<file path="src/design/efs_pkg.sv">
// Shared types, constants and codes for the elevator floor scheduler.
package efs_pkg;

	localparam int QUEUE_DEPTH = 16;
	localparam int FLOOR_COUNT = 10;

	localparam int QA_W       = $clog2(QUEUE_DEPTH);
	localparam int QC_W       = $clog2(QUEUE_DEPTH + 1);
	localparam int DOOR_IDX_W = (FLOOR_COUNT > 1) ? $clog2(FLOOR_COUNT) : 1;
	localparam int FLOOR_W    = 4;
	localparam int COUNT_W    = 5;
	localparam int TRAVEL_W   = 13;
	localparam int DOOR_W     = 16;
	localparam int WAIT_W     = 17;
	localparam int CFG_IDX_W  = 2;
	localparam int CFG_DATA_W = 13;

	localparam logic [FLOOR_W-1:0]  MAX_FLOOR_TOP = FLOOR_W'(FLOOR_COUNT - 1);
	localparam logic [TRAVEL_W-1:0] TRAVEL_RESET  = TRAVEL_W'(1000);
	localparam logic [TRAVEL_W-1:0] TRAVEL_MIN    = TRAVEL_W'(500);
	localparam logic [TRAVEL_W-1:0] TRAVEL_MAX    = TRAVEL_W'(5000);
	localparam logic [DOOR_W-1:0]   DOOR_RESET    = DOOR_W'(4000);
	localparam logic [WAIT_W-1:0]   ELAPSED_MAX   = {WAIT_W{1'b1}};

	localparam logic [CFG_IDX_W-1:0] CFG_MAX_FLOOR = CFG_IDX_W'(0);
	localparam logic [CFG_IDX_W-1:0] CFG_TRAVEL    = CFG_IDX_W'(1);
	localparam logic [CFG_IDX_W-1:0] CFG_TEST_MODE = CFG_IDX_W'(2);

	typedef enum logic [1:0] {
		OP_TICK,
		OP_REQUEST,
		OP_DOOR,
		OP_CAR
	} op_t;

	typedef struct packed {
		op_t               op;
		logic [FLOOR_W-1:0] floor;
		logic [DOOR_W-1:0]  value;
	} req_t;

	typedef struct packed {
		logic [FLOOR_W-1:0] current_floor;
		logic               waiting;
		logic               arrived;
		logic               at_target;
		logic [COUNT_W-1:0] queue_count;
		logic               accepted;
		logic               overflow;
	} rsp_t;

	typedef struct packed {
		logic               stop;
		logic [FLOOR_W-1:0] floor;
	} entry_t;

	typedef enum logic [3:0] {
		S_IDLE,
		S_TICK,
		S_TICK_POP,
		S_REQ,
		S_REQ_LOAD,
		S_REQ_CHECK,
		S_PRE_RD,
		S_PRE_CK,
		S_WALK,
		S_TGT_RD,
		S_TGT_CK,
		S_SET,
		S_DONE
	} state_t;

	typedef enum logic [1:0] {
		RD_HEAD,
		RD_TAIL,
		RD_SRCH
	} rd_sel_t;

	typedef struct packed {
		logic    accept;
		rd_sel_t rd_sel;
		logic    load_start;
		logic    set_accepted;
		logic    walk_init;
		logic    srch_init;
		logic    srch_next;
		logic    mark;
		logic    walk_step;
		logic    push_target;
		logic    tick_apply;
		logic    wait_step;
		logic    apply_set;
		logic    emit;
	} efs_cmd_t;

	typedef struct packed {
		op_t  op;
		logic can_pop;
		logic tail_start;
		logic req_ok;
		logic test_mode;
		logic srch_end;
		logic srch_hit;
		logic walk_last;
		logic out_busy;
	} efs_stat_t;

endpackage

</file>
<file path="src/design/efs_ctrl.sv">
// Controller state machine that sequences ticks, requests and setting writes.
module efs_ctrl (
	input  logic                clk,
	input  logic                arst_n,
	input  logic                req_valid,
	output logic                req_stall,
	input  efs_pkg::efs_stat_t  stat,
	output efs_pkg::efs_cmd_t   cmd
);
	import efs_pkg::*;

	state_t state_q;
	state_t state_d;
	logic   accept;

	assign req_stall = (state_q != S_IDLE);
	assign accept    = req_valid && !req_stall;

	always_ff @(posedge clk or negedge arst_n) begin
		if (!arst_n) begin
			state_q <= S_IDLE;
		end else begin
			state_q <= state_d;
		end
	end

	always_comb begin
		state_d = state_q;
		unique case (state_q)
			S_IDLE: begin
				if (accept) begin
					unique case (stat.op) inside
						OP_TICK:        state_d = S_TICK;
						OP_REQUEST:     state_d = S_REQ;
						OP_DOOR, OP_CAR: state_d = S_SET;
					endcase
				end
			end
			S_TICK:      state_d = stat.can_pop ? S_TICK_POP : S_DONE;
			S_TICK_POP:  state_d = S_DONE;
			S_REQ:       state_d = stat.tail_start ? S_REQ_LOAD : S_REQ_CHECK;
			S_REQ_LOAD:  state_d = S_REQ_CHECK;
			S_REQ_CHECK: begin
				if (!stat.req_ok) begin
					state_d = S_DONE;
				end else begin
					state_d = stat.test_mode ? S_PRE_RD : S_WALK;
				end
			end
			S_PRE_RD:    state_d = stat.srch_end ? S_WALK : S_PRE_CK;
			S_PRE_CK:    state_d = stat.srch_hit ? S_DONE : S_PRE_RD;
			S_WALK:      state_d = stat.walk_last ? S_TGT_RD : S_WALK;
			S_TGT_RD:    state_d = stat.srch_end ? S_DONE : S_TGT_CK;
			S_TGT_CK:    state_d = stat.srch_hit ? S_DONE : S_TGT_RD;
			S_SET:       state_d = S_DONE;
			S_DONE:      state_d = stat.out_busy ? S_DONE : S_IDLE;
			default:     state_d = S_IDLE;
		endcase
	end

	always_comb begin
		cmd        = '0;
		cmd.rd_sel = RD_HEAD;
		cmd.accept = accept;
		unique case (state_q)
			S_IDLE: begin
			end
			S_TICK: begin
				cmd.rd_sel    = RD_HEAD;
				cmd.wait_step = !stat.can_pop;
			end
			S_TICK_POP: begin
				cmd.tick_apply = 1'b1;
			end
			S_REQ: begin
				cmd.rd_sel = RD_TAIL;
			end
			S_REQ_LOAD: begin
				cmd.load_start = 1'b1;
			end
			S_REQ_CHECK: begin
				cmd.set_accepted = stat.req_ok;
				cmd.walk_init    = 1'b1;
				cmd.srch_init    = 1'b1;
			end
			S_PRE_RD, S_TGT_RD: begin
				cmd.rd_sel      = RD_SRCH;
				cmd.push_target = (state_q == S_TGT_RD) && stat.srch_end;
			end
			S_PRE_CK, S_TGT_CK: begin
				cmd.mark      = stat.srch_hit;
				cmd.srch_next = !stat.srch_hit;
			end
			S_WALK: begin
				cmd.walk_step = 1'b1;
				cmd.srch_init = stat.walk_last;
			end
			S_SET: begin
				cmd.apply_set = 1'b1;
			end
			S_DONE: begin
				cmd.emit = !stat.out_busy;
			end
			default: begin
			end
		endcase
	end

endmodule

</file>
<file path="src/design/efs_dp.sv">
// Datapath: settings, floor queue memory, car state, wait counter and result register.
module efs_dp (
	input  logic                                clk,
	input  logic                                arst_n,
	input  efs_pkg::req_t                       req,
	input  logic                                cfg_valid,
	output logic                                cfg_ready,
	input  logic [efs_pkg::CFG_IDX_W-1:0]       cfg_index,
	input  logic [efs_pkg::CFG_DATA_W-1:0]      cfg_data,
	output logic                                rsp_valid,
	input  logic                                rsp_stall,
	output efs_pkg::rsp_t                       rsp,
	input  efs_pkg::efs_cmd_t                   cmd,
	output efs_pkg::efs_stat_t                  stat
);
	import efs_pkg::*;

	// Settings and control state.
	logic [FLOOR_W-1:0]  max_floor_q;
	logic [TRAVEL_W-1:0] travel_q;
	logic                test_q;
	logic [QA_W-1:0]     head_q;
	logic [QC_W-1:0]     size_q;
	logic [FLOOR_W-1:0]  car_q;
	logic                waiting_q;
	logic [WAIT_W-1:0]   limit_q;
	logic [WAIT_W-1:0]   elapsed_q;
	logic [DOOR_W-1:0]   door_q [FLOOR_COUNT];
	logic                rsp_valid_q;

	// Per-item working registers.
	req_t                item_q;
	logic [FLOOR_W-1:0]  start_q;
	logic [FLOOR_W-1:0]  walk_q;
	logic [QC_W-1:0]     k_q;
	logic                arrived_q;
	logic                at_target_q;
	logic                accepted_q;
	logic                overflow_q;
	rsp_t                rsp_q;

	entry_t              mem_q [QUEUE_DEPTH];
	entry_t              rd_q;

	logic [QA_W-1:0]     tail_slot;
	logic [QA_W-1:0]     srch_slot;
	logic [QA_W-1:0]     push_slot;
	logic [QA_W-1:0]     rd_addr;
	logic [QA_W-1:0]     wr_addr;
	entry_t              wr_data;
	entry_t              push_entry;
	logic                wr_en;
	logic                queue_full;
	logic                do_push;
	logic                dir_down;
	logic [FLOOR_W-1:0]  walk_next;
	logic                walk_last;
	logic                pop_ok;
	logic [DOOR_W-1:0]   pop_door;
	logic [WAIT_W-1:0]   new_limit;
	logic [WAIT_W-1:0]   elapsed_inc;
	logic                wait_done;
	logic                door_ok;
	logic                car_ok;
	logic                out_busy;

	// Circular slot arithmetic: one subtract of the depth wraps a sum below twice the depth.
	function automatic logic [QA_W-1:0] slot_add(
		input logic [QA_W-1:0] base,
		input logic [QC_W-1:0] off
	);
		logic [QC_W:0] sum;
		sum = (QC_W+1)'(base) + (QC_W+1)'(off);
		if (sum >= (QC_W+1)'(QUEUE_DEPTH)) begin
			sum = sum - (QC_W+1)'(QUEUE_DEPTH);
		end
		return sum[QA_W-1:0];
	endfunction

	function automatic logic [DOOR_W-1:0] door_of(
		input logic [DOOR_W-1:0]  doors [FLOOR_COUNT],
		input logic [FLOOR_W-1:0] f
	);
		logic [DOOR_W-1:0] d;
		d = '0;
		if ((FLOOR_W+1)'(f) < (FLOOR_W+1)'(FLOOR_COUNT)) begin
			d = doors[f[DOOR_IDX_W-1:0]];
		end
		return d;
	endfunction

	assign cfg_ready  = 1'b1;
	assign out_busy   = rsp_valid_q && rsp_stall;
	assign rsp_valid  = rsp_valid_q;
	assign rsp        = rsp_q;

	assign tail_slot  = slot_add(head_q, size_q - QC_W'(1));
	assign srch_slot  = slot_add(head_q, k_q);
	assign push_slot  = slot_add(head_q, size_q);
	assign queue_full = (size_q == QC_W'(QUEUE_DEPTH));

	assign dir_down   = (start_q > item_q.floor);
	assign walk_next  = dir_down ? (walk_q - FLOOR_W'(1)) : (walk_q + FLOOR_W'(1));
	assign walk_last  = (walk_next == item_q.floor);

	// Floors passed on the way are plain entries; the target entry is a stop.
	assign do_push    = (cmd.walk_step && !walk_last) || cmd.push_target;
	assign push_entry = cmd.push_target ? entry_t'{stop: 1'b1, floor: item_q.floor}
	                                    : entry_t'{stop: 1'b0, floor: walk_next};
	assign wr_en      = (do_push && !queue_full) || cmd.mark;
	assign wr_addr    = cmd.mark ? srch_slot : push_slot;
	assign wr_data    = cmd.mark ? entry_t'{stop: 1'b1, floor: rd_q.floor} : push_entry;

	always_comb begin
		case (cmd.rd_sel)
			RD_HEAD: rd_addr = head_q;
			RD_TAIL: rd_addr = tail_slot;
			RD_SRCH: rd_addr = srch_slot;
			default: rd_addr = head_q;
		endcase
	end

	assign pop_ok      = (rd_q.floor < max_floor_q) && (rd_q.floor != car_q);
	assign pop_door    = rd_q.stop ? door_of(door_q, rd_q.floor) : '0;
	assign new_limit   = WAIT_W'(travel_q) + WAIT_W'(pop_door);
	assign elapsed_inc = (elapsed_q == ELAPSED_MAX) ? elapsed_q : (elapsed_q + WAIT_W'(1));
	assign wait_done   = (elapsed_inc >= limit_q);

	assign door_ok = ((FLOOR_W+1)'(item_q.floor) < (FLOOR_W+1)'(FLOOR_COUNT));
	assign car_ok  = (item_q.floor < max_floor_q);

	assign stat.op         = req.op;
	assign stat.can_pop    = (size_q != '0) && !waiting_q;
	assign stat.tail_start = test_q && (size_q != '0);
	assign stat.req_ok     = (item_q.floor < max_floor_q) && (item_q.floor != start_q);
	assign stat.test_mode  = test_q;
	assign stat.srch_end   = (k_q == size_q);
	assign stat.srch_hit   = (rd_q.floor == item_q.floor);
	assign stat.walk_last  = walk_last;
	assign stat.out_busy   = out_busy;

	always_ff @(posedge clk) begin
		if (wr_en) begin
			mem_q[wr_addr] <= wr_data;
		end
		rd_q <= mem_q[rd_addr];
	end

	always_ff @(posedge clk or negedge arst_n) begin
		if (!arst_n) begin
			max_floor_q <= MAX_FLOOR_TOP;
			travel_q    <= TRAVEL_RESET;
			test_q      <= 1'b0;
			head_q      <= '0;
			size_q      <= '0;
			car_q       <= '0;
			waiting_q   <= 1'b0;
			limit_q     <= '0;
			elapsed_q   <= '0;
			for (int i = 0; i < FLOOR_COUNT; i++) begin
				door_q[i] <= DOOR_RESET;
			end
			rsp_valid_q <= 1'b0;
		end else begin
			if (cfg_valid && cfg_ready) begin
				unique case (cfg_index)
					CFG_MAX_FLOOR: begin
						if (cfg_data[FLOOR_W-1:0] <= MAX_FLOOR_TOP) begin
							max_floor_q <= cfg_data[FLOOR_W-1:0];
							if (car_q >= cfg_data[FLOOR_W-1:0]) begin
								car_q <= '0;
							end
						end
					end
					CFG_TRAVEL: begin
						if (cfg_data >= TRAVEL_MIN && cfg_data <= TRAVEL_MAX) begin
							travel_q <= cfg_data;
						end
					end
					CFG_TEST_MODE: begin
						test_q <= cfg_data[0];
					end
					default: begin
					end
				endcase
			end

			if (do_push && !queue_full) begin
				size_q <= size_q + QC_W'(1);
			end

			if (cmd.tick_apply) begin
				head_q <= slot_add(head_q, QC_W'(1));
				size_q <= size_q - QC_W'(1);
				if (pop_ok) begin
					car_q     <= rd_q.floor;
					waiting_q <= 1'b1;
					limit_q   <= new_limit;
					elapsed_q <= '0;
				end
			end

			if (cmd.wait_step && waiting_q) begin
				if (wait_done) begin
					waiting_q <= 1'b0;
					limit_q   <= '0;
					elapsed_q <= '0;
				end else begin
					elapsed_q <= elapsed_inc;
				end
			end

			if (cmd.apply_set) begin
				if (item_q.op == OP_DOOR) begin
					if (door_ok) begin
						door_q[item_q.floor[DOOR_IDX_W-1:0]] <= item_q.value;
					end
				end else if (car_ok) begin
					car_q <= item_q.floor;
				end
			end

			if (cmd.emit) begin
				rsp_valid_q <= 1'b1;
			end else if (rsp_valid_q && !rsp_stall) begin
				rsp_valid_q <= 1'b0;
			end
		end
	end

	always_ff @(posedge clk) begin
		if (cmd.accept) begin
			item_q      <= req;
			start_q     <= car_q;
			arrived_q   <= 1'b0;
			at_target_q <= 1'b0;
			accepted_q  <= 1'b0;
			overflow_q  <= 1'b0;
		end
		if (cmd.load_start) begin
			start_q <= rd_q.floor;
		end
		if (cmd.set_accepted) begin
			accepted_q <= 1'b1;
		end
		if (cmd.walk_init) begin
			walk_q <= start_q;
		end
		if (cmd.walk_step) begin
			walk_q <= walk_next;
		end
		if (cmd.srch_init) begin
			k_q <= '0;
		end else if (cmd.srch_next) begin
			k_q <= k_q + QC_W'(1);
		end
		if (do_push && queue_full) begin
			overflow_q <= 1'b1;
		end
		if (cmd.tick_apply && pop_ok) begin
			arrived_q   <= 1'b1;
			at_target_q <= rd_q.stop;
		end
		if (cmd.apply_set) begin
			accepted_q <= (item_q.op == OP_DOOR) ? door_ok : car_ok;
		end
		if (cmd.emit) begin
			rsp_q.current_floor <= car_q;
			rsp_q.waiting       <= waiting_q;
			rsp_q.arrived       <= arrived_q;
			rsp_q.at_target     <= at_target_q;
			rsp_q.queue_count   <= COUNT_W'(size_q);
			rsp_q.accepted      <= accepted_q;
			rsp_q.overflow      <= overflow_q;
		end
	end

`ifndef SYNTHESIS
	a_size_bound: assert property (@(posedge clk) disable iff (!arst_n)
		size_q <= QC_W'(QUEUE_DEPTH))
		else $error("queue size exceeds queue depth");

	a_idle_wait_clear: assert property (@(posedge clk) disable iff (!arst_n)
		!waiting_q |-> (limit_q == '0 && elapsed_q == '0))
		else $error("wait counters not cleared while the car is not waiting");

	a_emit_free: assert property (@(posedge clk) disable iff (!arst_n)
		cmd.emit |-> !out_busy)
		else $error("result word written while the previous one is still held");

	a_pop_count: assert property (@(posedge clk) disable iff (!arst_n)
		cmd.tick_apply |=> (size_q + QC_W'(1)) == $past(size_q))
		else $error("queue pop did not reduce the size by one");
`endif

endmodule

</file>
<file path="src/design/elevator_floor_scheduler.sv">
// A tick reads the queue head, pops it if allowed, then emits its result word; a setting write
// is applied, then emitted. A request checks the floor, walks one step per floor and searches the queue.
// A new word is accepted the cycle after the previous result is registered (one at a time).
// The queue memory has one read port, so each queue search step costs a read and a compare.
// Reset (arst_n low) empties the queue, parks the car at floor 0 and loads the default settings.
module elevator_floor_scheduler (
	input  logic                                clk,
	input  logic                                arst_n,
	input  logic                                req_valid,
	output logic                                req_stall,
	input  efs_pkg::req_t                       req,
	output logic                                rsp_valid,
	input  logic                                rsp_stall,
	output efs_pkg::rsp_t                       rsp,
	input  logic                                cfg_valid,
	output logic                                cfg_ready,
	input  logic [efs_pkg::CFG_IDX_W-1:0]       cfg_index,
	input  logic [efs_pkg::CFG_DATA_W-1:0]      cfg_data
);
	import efs_pkg::*;

	efs_cmd_t  cmd;
	efs_stat_t stat;

	efs_ctrl u_ctrl (
		.clk       (clk),
		.arst_n    (arst_n),
		.req_valid (req_valid),
		.req_stall (req_stall),
		.stat      (stat),
		.cmd       (cmd)
	);

	efs_dp u_dp (
		.clk       (clk),
		.arst_n    (arst_n),
		.req       (req),
		.cfg_valid (cfg_valid),
		.cfg_ready (cfg_ready),
		.cfg_index (cfg_index),
		.cfg_data  (cfg_data),
		.rsp_valid (rsp_valid),
		.rsp_stall (rsp_stall),
		.rsp       (rsp),
		.cmd       (cmd),
		.stat      (stat)
	);

endmodule
</file>
<file path="config.mk">
export PLATFORM = sky130hd
export DESIGN_NAME = elevator_floor_scheduler
export DESIGN_NICKNAME = d
export VERILOG_FILES = /design/src/design/efs_pkg.sv /design/src/design/efs_ctrl.sv /design/src/design/efs_dp.sv /design/src/design/elevator_floor_scheduler.sv
export SDC_FILE = /design/constraint.sdc
export NUM_CORES = 1
export LEC_CHECK = 0
export BUFFER_PORTS_ARGS = -buffer_cell sky130_fd_sc_hd__buf_4
export CORE_MARGIN = 1
export CORE_UTILIZATION = 40
export CTS_BUF_LIST = sky130_fd_sc_hd__clkbuf_8
export DETAILED_ROUTE_END_ITERATION = 10
export GPL_TIMING_DRIVEN = 0
export HOLD_SLACK_MARGIN = 0.05
export MAX_ROUTING_LAYER = met4
export PLACE_DENSITY = 0.62
export SYNTH_ARGS = -nofsm -noshare
export SYNTH_HDL_FRONTEND = slang
export SYNTH_SLANG_ARGS = --single-unit
</file>
<file path="constraint.sdc">
create_clock -name clk -period 9.9 [get_ports clk]
set_input_delay 0.495 -clock clk [delete_from_list [all_inputs] [get_ports clk]]
set_output_delay 0.495 -clock clk [all_outputs]
set_load 0.02 [all_outputs]
</file>
==> load_flow_metrics.sql, run 1 <==
INSERT INTO impl_metrics (metric_group, metric, value, unit) VALUES
('layout', 'antennaDiodeCount', '0', ''),
('sta', 'timing.final.crit_share', '0.545', ''),
('place', 'dpl.cell_count', '2122', ''),
('clocking', 'clock-sinks', '369', ''),
('detailed_routing', 'via_count', '12200', ''),
('detailed_routing', 'route.antenna.remaining_nets', '0', ''),
('synthesis', 'syn_area', '18600', 'um2'),
('critical_path', 'cp_data_arrival_time', '5900', 'ps'),
('synthesis', 'synth_seq_area_share', '0.532', ''),
('critical_path', 'data_required_time_at_the_worst_endpoint', '10400', 'ps'),
('critical_path', 'critPathMaxFanout', '10', ''),
('critical_path', 'type_of_element_launching_the_critical_path', 'flop', ''),
('clocking', 'worst_skew_pair.late_latency', '650', 'ps'),
('power', 'p_per_area', '265', 'nW/um2'),
('synthesis', 'asyncSetResetFlopFracSynth', '0.626', ''),
('synthesis', 'netlist_instances', '1458', ''),
('worst_hold_path', 'hp-class', 'input pin to flop', ''),
('global_route', 'antenna_found_initial', '1', ''),
('place', 'place_congestion', '0.881', ''),
('clocking', 'cts_repair_resize_count', '0', ''),
('global_route', 'gr-usage-all-layers', '0.195', ''),
('layout', 'post_route_cells_drive_above_1_share', '0.298', ''),
('floorplan', 'chipWidth', '218', 'um'),
('place', 'post-dp-hpwl', '30300', 'um'),
('floorplan', 'die_y', '218', 'um'),
('floorplan', 'initial_utilization', '0.408', ''),
('sta', 'finalSetupViolations', '0', ''),
('clocking', 'htreeDepth', '3', ''),
('sta', 'relSlewSlack', '0.0792', ''),
('clocking', 'clock_tree.root_cell', 'sky130_fd_sc_hd__clkbuf_8', ''),
('clocking', 'worst_setup_hold_path_clk_slew', '60', 'ps'),
('sta', 'timing_worst_slew_pin_value', '1380', 'ps'),
('clocking', 'tritoncts.num_buffers', '69', ''),
('layout', 'final_cell_count_no_fill', '2271', ''),
('power', 'p_total', '5.70', 'mW'),
('detailed_routing', 'routed_wirelength', '43500', 'um'),
('synthesis', 'synth-seq-cells', '369', ''),
('layout', 'mostFrequentLayoutCell', 'sky130_fd_sc_hd__mux2_2', ''),
('detailed_routing', 'detailedRoute.firstPassIterationCount', '5', ''),
('global_route', 'overflow', '0', ''),
('place', 'place.port_buffers', '57', ''),
('layout', 'nets', '1726', ''),
('clocking', 'ctsLongestPathBuffers', '3', ''),
('global_route', 'first_pass_grt_wire_length', '69600', 'um'),
('status', 'outcome', 'finished clean', ''),
('sta', 'totalNegativeSetupSlack', '0', 'ps'),
('synthesis', 'yosysWarningCount', '0', ''),
('synthesis', 'synth_enable_flop_cells', '126', ''),
('clocking', 'cts.repair_timing.setup_buffer_count', '0', ''),
('sta', 'holdWs', '116', 'ps'),
('sta', 'grt_setup_unrepaired', 'no', ''),
('critical_path', 'timing.critical_path.to_type', 'flop', ''),
('synthesis', 'synth.top_cell.area_share', '0.219', ''),
('global_route', 'number_of_global_route_vias_before_repair', '12500', ''),
('critical_path', 'type_of_the_worst_setup_path', 'flop to flop', ''),
('clocking', 'tritoncts', 'yes', ''),
('detailed_routing', 'drcViolationCount', '0', ''),
('sta', 'fin_crit', '5400', 'ps'),
('floorplan', 'core_region_area', '45600', 'um2'),
('detailed_routing', 'drtIter0Drc', '684', ''),
('synthesis', 'synthFlopType', 'sky130_fd_sc_hd__dfrtp_1', ''),
('sta', 'slew_viol_final', '0', ''),
('flow_run', 'maxCapViolations', '0', ''),
('power', 'power.static_leakage', '9.28', 'nW'),
('synthesis', 'synthDistinctLibCells', '69', ''),
('floorplan', 'rows', '78', ''),
('floorplan', 'dieArea', '47300', 'um2'),
('synthesis', 'post_synth_main_area_contributors', 'sky130_fd_sc_hd__dfrtp_1 22%, sky130_fd_sc_hd__edfxtp_1 20%, sky130_fd_sc_hd__mux2_2 11%, sky130_fd_sc_hd__dfstp_2 9.6%, sky130_fd_sc_hd__mux4_2 6.3%', ''),
('power', 'vdd.ir_drop.worst', '0.154', 'mV'),
('synthesis', 'postSynthAreaPerCell', '12.7', 'um2'),
('synthesis', 'synth_largest_area_cell', 'sky130_fd_sc_hd__dfrtp_1', ''),
('detailed_routing', 'viasPerCell', '5.37', ''),
('sta', 'fmaxAchievable', '185', 'MHz'),
('detailed_routing', 'routed_wire_length_per_instance', '19.1', 'um'),
('layout', 'layout.cells.most_common_list', '176 x sky130_fd_sc_hd__mux2_2, 163 x sky130_fd_sc_hd__dfrtp_1, 126 x sky130_fd_sc_hd__edfxtp_1', ''),
('synthesis', 'synth_fp_nets', '1568', ''),
('layout', 'area_added_between_synthesis_and_finish', '15.8', '%'),
('floorplan', 'ios', '59', ''),
('critical_path', 'worst-r2r-setup-slack', '4500', 'ps'),
('sta', 'worst_clock_skew', '37.2', 'ps'),
('sta', 'final-hold-violation-count', '0', ''),
('global_route', 'grt_max_degree', '120', '');
-- layout make-up --
class | instances | area (um2)
Buffer | 77 | 328
Clock buffer | 78 | 1070
Clock inverter | 48 | 360
Fill cell | 4117 | 24000
Inverter | 54 | 203
Multi-Input combinational cell | 958 | 8170
Sequential cell | 369 | 9890
Tap cell | 600 | 751
Timing Repair Buffer | 87 | 753
-- path summary, 6_finish.rpt --
| path | end | startpoint | depth (start not counted) |
|---|---|---|---|
| setup / recovery | u_dp.limit_q[14] | u_dp.rd_q[1] | 16 |
| hold / removal | u_dp.travel_q[10] | cfg_data[10] | 2 |
| setup reg to reg | u_dp.limit_q[14] | u_dp.rd_q[1] | 16 |
| hold reg to reg | u_dp.rsp[7] | u_dp.at_target_q | 0 |
| max in group asynchronous | u_dp.door_q[145] | arst_n | 4 |
| min in group asynchronous | u_dp.head_q[3] | arst_n | 2 |
-- synthesized netlist by cell type (all sizes together), types with 12 or more instances --
cell    number
mux4        52
dfrtp      163
xnor2       35
nor3        24
nand3       27
nand2       91
inv         54
nand4       17
a21oi       54
dfxtp       12
and2        21
mux2       176
edfxtp     126
dfstp       68
mux2i       53
o21ai       39
nor2        85
ha          63
xor2        20
buf         40
or2         12
o22ai       19
clkbuf      37
a21o        18
nand2b      12
-- power breakdown --
part           leakage [nW]  total, mW  switching, mW  internal, mW
sequential             4.16       2.12          0.149          1.97
combinational          4.29       2.05           1.25         0.793
clock                 0.823       1.53          0.670         0.861
total                  9.28       5.70           2.07          3.62
-- metrics by stage --
step	cell area (um2)	setup WS (ps)	utilization
2_1_floorplan	18600	5960	-
3_3_place_gp	19800	4550	0.434
3_5_place_dp	19900	4500	0.436
4_1_cts	21500	4440	0.472
5_1_grt	21500	4010	0.472
6_report	21500	4500	0.472
-- what timing repair did --
action / 4_1_cts / 5_1_grt
endpoints found under the setup margin: 0 / 0
hold buffers: 23 / 0
endpoints found under the hold margin: 71 / 0
-- flip-flops by register name (all words and copies together) (netlist names) --
| signal | flops |
|---|---|
| u_dp.at_target_q | 1 |
| u_dp.door_q | 160 |
| u_dp.arrived_q | 1 |
| u_dp.item_q | 22 |
| u_dp.k_q | 5 |
| u_dp.walk_q | 4 |
| u_dp.rsp_valid | 1 |
| u_dp.waiting_q | 1 |
| u_dp.rd_q | 5 |
| u_dp.limit_q | 17 |
| u_dp.rsp | 14 |
| u_dp.size_q | 5 |
| u_dp.max_floor_q | 4 |
| u_dp.mem_q | 80 |
| u_dp.head_q | 4 |
| u_dp.elapsed_q | 17 |
| u_dp.test_q | 1 |
| u_dp.overflow_q | 1 |
| u_dp.accepted_q | 1 |
| u_ctrl.state_q | 4 |
| u_dp.start_q | 4 |
| u_dp.car_q | 4 |
| u_dp.travel_q | 13 |
-- critical path, cell delays in order (launching register included) --
cell and delay, ps:
sky130_fd_sc_hd__dfxtp_1 440, sky130_fd_sc_hd__buf_2 310, sky130_fd_sc_hd__clkbuf_1 570, sky130_fd_sc_hd__clkbuf_1 780
sky130_fd_sc_hd__mux4_2 410, sky130_fd_sc_hd__mux2i_1 200, sky130_fd_sc_hd__o22ai_1 140, sky130_fd_sc_hd__and2_1 210
sky130_fd_sc_hd__ha_1 220, sky130_fd_sc_hd__fa_1 430, sky130_fd_sc_hd__a211oi_1 360, sky130_fd_sc_hd__o21a_1 230
sky130_fd_sc_hd__o21ai_0 150, sky130_fd_sc_hd__a21oi_1 210, sky130_fd_sc_hd__a21oi_1 130, sky130_fd_sc_hd__and3_1 200
sky130_fd_sc_hd__a2111oi_0 270
-- layer usage --
metal  global-route usage  share of wire  vias up
met3               0.0372          0.041       82
met1                0.255           0.46     6139
met5                    -              0        -
met4               0.0620          0.023        0
li1                     -              -     5711
met2                0.306           0.47      257
-- cell families (layout without fill, tap and decap cells) --
group                    Yosys count  count (layout)  share of synthesized area
adder cells (fa/ha/maj)           68              68                     0.0478
AND/OR/NAND/NOR                  333             333                     0.0870
AO/OA/AOI/OAI                    219             219                     0.0786
multiplexers                     281             281                      0.198
other                              1               1                   0.000202
flip-flops                       369             369                      0.532
buffers and inverters            131             344                     0.0285
XOR/XNOR                          56              56                     0.0275
No activity file was read; power rests on OpenSTA's default activity.
==> run 2, diff against run 1 <==
clock period = 5.5 ns   (was 9.9 ns; I/O delays follow)
==> run 2 against run 1 <==
Compared with the run above: clock skew fell by 1.4 ps; clock-buffer cell count did not move; via count rose by 0.71%; non-clock buffer count rose by 17; register-to-register slack got worse by 4100 ps; sequential share of layout area fell by 0.40 points; largest power group unchanged; highest routed layer unchanged.
==> load_flow_metrics.sql, run 2 (same netlist as run 1, synthesis figures left out) <==
INSERT INTO impl_metrics (metric_group, metric, value, unit) VALUES
('floorplan', 'die_y', '218', 'um'),
('detailed_routing', 'routed_wire_length_per_instance', '19.2', 'um'),
('critical_path', 'ff_to_ff_end', 'u_dp.mem_q[0][3]', ''),
('layout', 'post_route_cells_drive_above_1_share', '0.297', ''),
('critical_path', 'critPathSlowestCell', 'sky130_fd_sc_hd__a32oi_1', ''),
('sta', 'finalSetupViolations', '0', ''),
('sta', 'timing_worst_slew_pin_value', '1370', 'ps'),
('floorplan', 'initial_utilization', '0.408', ''),
('floorplan', 'dieArea', '47300', 'um2'),
('place', 'post-dp-hpwl', '30300', 'um'),
('sta', 'worst_clock_skew', '35.8', 'ps'),
('clocking', 'worst_setup_hold_path_clk_slew', '50', 'ps'),
('floorplan', 'core_region_area', '45600', 'um2'),
('layout', 'area_added_between_synthesis_and_finish', '16.9', '%'),
('clocking', 'cts.repair_timing.setup_buffer_count', '0', ''),
('power', 'share_of_power_burned_in_the_clock_network', '0.268', ''),
('critical_path', 'data_required_time_at_the_worst_endpoint', '5800', 'ps'),
('place', 'dpl.cell_count', '2122', ''),
('critical_path', 'type_of_element_launching_the_critical_path', 'flop', ''),
('sta', 'relSlewSlack', '0.0881', ''),
('clocking', 'ctsLongestPathBuffers', '3', ''),
('sta', 'final-hold-violation-count', '0', ''),
('floorplan', 'rows', '78', ''),
('critical_path', 'cp_slowest_stage_delay', '760', 'ps'),
('sta', 'fin_crit', '5150', 'ps'),
('power', 'sequentialPowerShare', '0.371', ''),
('power', 'p_sw', '3.74', 'mW'),
('global_route', 'antenna_found_initial', '1', ''),
('critical_path', 'cp_data_arrival_time', '5450', 'ps'),
('critical_path', 'timing.critical_path.to_type', 'flop', ''),
('critical_path', 'critPathMaxFanout', '9', ''),
('place', 'place_congestion', '0.881', ''),
('global_route', 'grt_max_degree', '120', ''),
('layout', 'num-fill-cells', '4100', ''),
('global_route', 'first_pass_grt_wire_length', '70300', 'um'),
('critical_path', 'timing.critical_path.cells', 'clkbuf_1 > inv_1 > ha_1 > a21oi_1 > o22ai_1 > o21a_1 > fa_1 > xnor2_1 > xnor2_1 > nor3_1 > nand3_1 > mux2_2 > a32oi_1 > nor3b_1', ''),
('floorplan', 'chipWidth', '218', 'um'),
('clocking', 'tritoncts.num_buffers', '69', ''),
('power', 'swShare', '0.364', ''),
('detailed_routing', 'detailedRoute.firstPassIterationCount', '5', ''),
('global_route', 'gr-usage-all-layers', '0.197', ''),
('power', 'vdd.ir_drop.worst', '0.275', 'mV'),
('critical_path', 'r2r-start', 'u_dp.item_q[17]', ''),
('clocking', 'tritoncts', 'yes', ''),
('sta', 'slew_viol_final', '0', ''),
('critical_path', 'critical-path-top-cell-by-count', 'sky130_fd_sc_hd__xnor2_1', ''),
('detailed_routing', 'drcViolationCount', '0', ''),
('sta', 'grt_setup_unrepaired', 'no', ''),
('global_route', 'number_of_global_route_vias_before_repair', '12700', ''),
('worst_hold_path', 'hp-class', 'input pin to flop', ''),
('status', 'outcome', 'finished clean', ''),
('layout', 'final_cell_count_no_fill', '2289', ''),
('sta', 'holdWs', '108', 'ps'),
('worst_hold_path', 'instance_count_along_the_most_critical_hold_path', '3', ''),
('clocking', 'htreeDepth', '3', ''),
('detailed_routing', 'viasPerCell', '5.36', ''),
('detailed_routing', 'routed_wirelength', '43800', 'um'),
('flow_run', 'maxCapViolations', '0', ''),
('critical_path', 'worst-r2r-setup-slack', '350', 'ps'),
('global_route', 'overflow', '0', ''),
('clocking', 'clock_tree.root_cell', 'sky130_fd_sc_hd__clkbuf_8', ''),
('sta', 'totalNegativeSetupSlack', '0', 'ps'),
('worst_hold_path', 'hold_end', 'u_dp.test_q', ''),
('power', 'combPwrFrac', '0.360', ''),
('layout', 'reg.largest.list', 'u_dp.door_q: 160 flops, u_dp.mem_q: 80 flops, u_dp.item_q: 22 flops', ''),
('detailed_routing', 'drtIter0Drc', '735', ''),
('layout', 'mostFrequentLayoutCell', 'sky130_fd_sc_hd__mux2_2', ''),
('power', 'power.static_leakage', '9.36', 'nW'),
('floorplan', 'ios', '59', ''),
('critical_path', 'cp_top_family', 'compound AO/OA/AOI/OAI gates', ''),
('sta', 'fmaxAchievable', '194', 'MHz'),
('sta', 'timing.final.crit_share', '0.936', ''),
('critical_path', 'worstPathBufferInverterCount', '2', ''),
('place', 'place.port_buffers', '57', ''),
('power', 'p_per_area', '473', 'nW/um2'),
('critical_path', 'type_of_the_worst_setup_path', 'flop to flop', ''),
('critical_path', 'r2r_cells', '14', ''),
('clocking', 'worst_skew_pair.late_latency', '650', 'ps'),
('layout', 'layout.cells.most_common_list', '176 x sky130_fd_sc_hd__mux2_2, 163 x sky130_fd_sc_hd__dfrtp_1, 126 x sky130_fd_sc_hd__edfxtp_1', ''),
('detailed_routing', 'via_count', '12300', ''),
('layout', 'largest_register', 'u_dp.door_q', ''),
('power', 'internal_power', '6.53', 'mW'),
('layout', 'largest_register_ff_count', '160', ''),
('detailed_routing', 'route.antenna.remaining_nets', '0', ''),
('layout', 'nets', '1743', ''),
('worst_hold_path', 'min-delay-start', 'cfg_index[0]', ''),
('clocking', 'clock-sinks', '369', '');
run 2: changes by cell type in the layout (fill, tap and decap cells not counted):
cell / delta
sky130_fd_sc_hd__buf_1: -1
sky130_fd_sc_hd__a32oi_1: -1
sky130_fd_sc_hd__clkbuf_2: +2
sky130_fd_sc_hd__clkbuf_1: -2
sky130_fd_sc_hd__dlygate4sd3_1: +18
sky130_fd_sc_hd__diode_2: +1
sky130_fd_sc_hd__a32oi_2: +1
run 2: worst max-delay path by stage:
stage / slack (ps) / start / cells past startpoint / end
2_1_floorplan: 1560 / u_dp.rd_q[1] / 16 / u_dp.limit_q[14]
3_3_place_gp: 150 / u_dp.rd_q[1] / 16 / u_dp.limit_q[14]
3_5_place_dp: 100 / u_dp.rd_q[1] / 16 / u_dp.limit_q[14]
4_1_cts: 40 / u_dp.rd_q[1] / 16 / u_dp.limit_q[14]
5_1_grt: 20 / u_dp.item_q[17] / 14 / u_dp.mem_q[9][3]
6_report: 350 / u_dp.item_q[17] / 14 / u_dp.mem_q[0][3]
run 2: layout make-up:
class / instances / area [um2] / area share
Buffer: 76 / 327 / 0.0150
Clock inverter: 48 / 360 / 0.0166
Clock buffer: 78 / 1070 / 0.0494
Multi-Input combinational cell: 958 / 8180 / 0.377
Antenna cell: 1 / 2.50 / 0.000115
Timing Repair Buffer: 105 / 933 / 0.0430
Sequential cell: 369 / 9890 / 0.455
Inverter: 54 / 203 / 0.00933
Tap cell: 600 / 751 / 0.0346
run 2: repair_timing:
action	in CTS	in global routing
hold buffers	41	0
hold endpoints to repair	119	0
setup endpoints to repair	0	8
resized for setup	0	6
run 2: metal layers:
metal,GRT usage,vias to the layer above,part of all wire
met1,0.256,6190,0.46
li1,-,5757,-
met3,0.0371,85,0.039
met5,-,-,0
met4,0.0648,0,0.023
met2,0.310,243,0.47
run 2: power by group through the flow:
stage / clock network, mW / logic (mW) / registers [mW]
floorplan: 0 / 2.59 / 3.78
global placement: 0 / 3.52 / 3.86
detailed placement: 0 / 3.67 / 3.86
CTS: 2.83 / 3.71 / 3.81
global route: 2.96 / 4.10 / 3.86
finish: 2.76 / 3.70 / 3.81
run 2: worst reg2reg max path, stage by stage, from the launching register on:
cell and delay (ps):
sky130_fd_sc_hd__edfxtp_1 470, sky130_fd_sc_hd__clkbuf_1 430, sky130_fd_sc_hd__inv_1 270, sky130_fd_sc_hd__ha_1 250, sky130_fd_sc_hd__a21oi_1 170, sky130_fd_sc_hd__o22ai_1 100
sky130_fd_sc_hd__o21a_1 270, sky130_fd_sc_hd__fa_1 410, sky130_fd_sc_hd__xnor2_1 310, sky130_fd_sc_hd__xnor2_1 110, sky130_fd_sc_hd__nor3_1 500, sky130_fd_sc_hd__nand3_1 140
sky130_fd_sc_hd__mux2_2 340, sky130_fd_sc_hd__a32oi_1 760, sky130_fd_sc_hd__nor3b_1 320
run 2: stage by stage:
step                setup WS [ps]  utilization  power [mW]  instance area (um2)
detailed placement           96.2        0.436        7.53                19900
floorplan                    1560            -        6.38                18600
CTS                          43.4        0.476        10.4                21700
finish                        351        0.477        10.3                21700
global placement              150        0.434        7.38                19800
global route                 20.5        0.477        10.9                21700
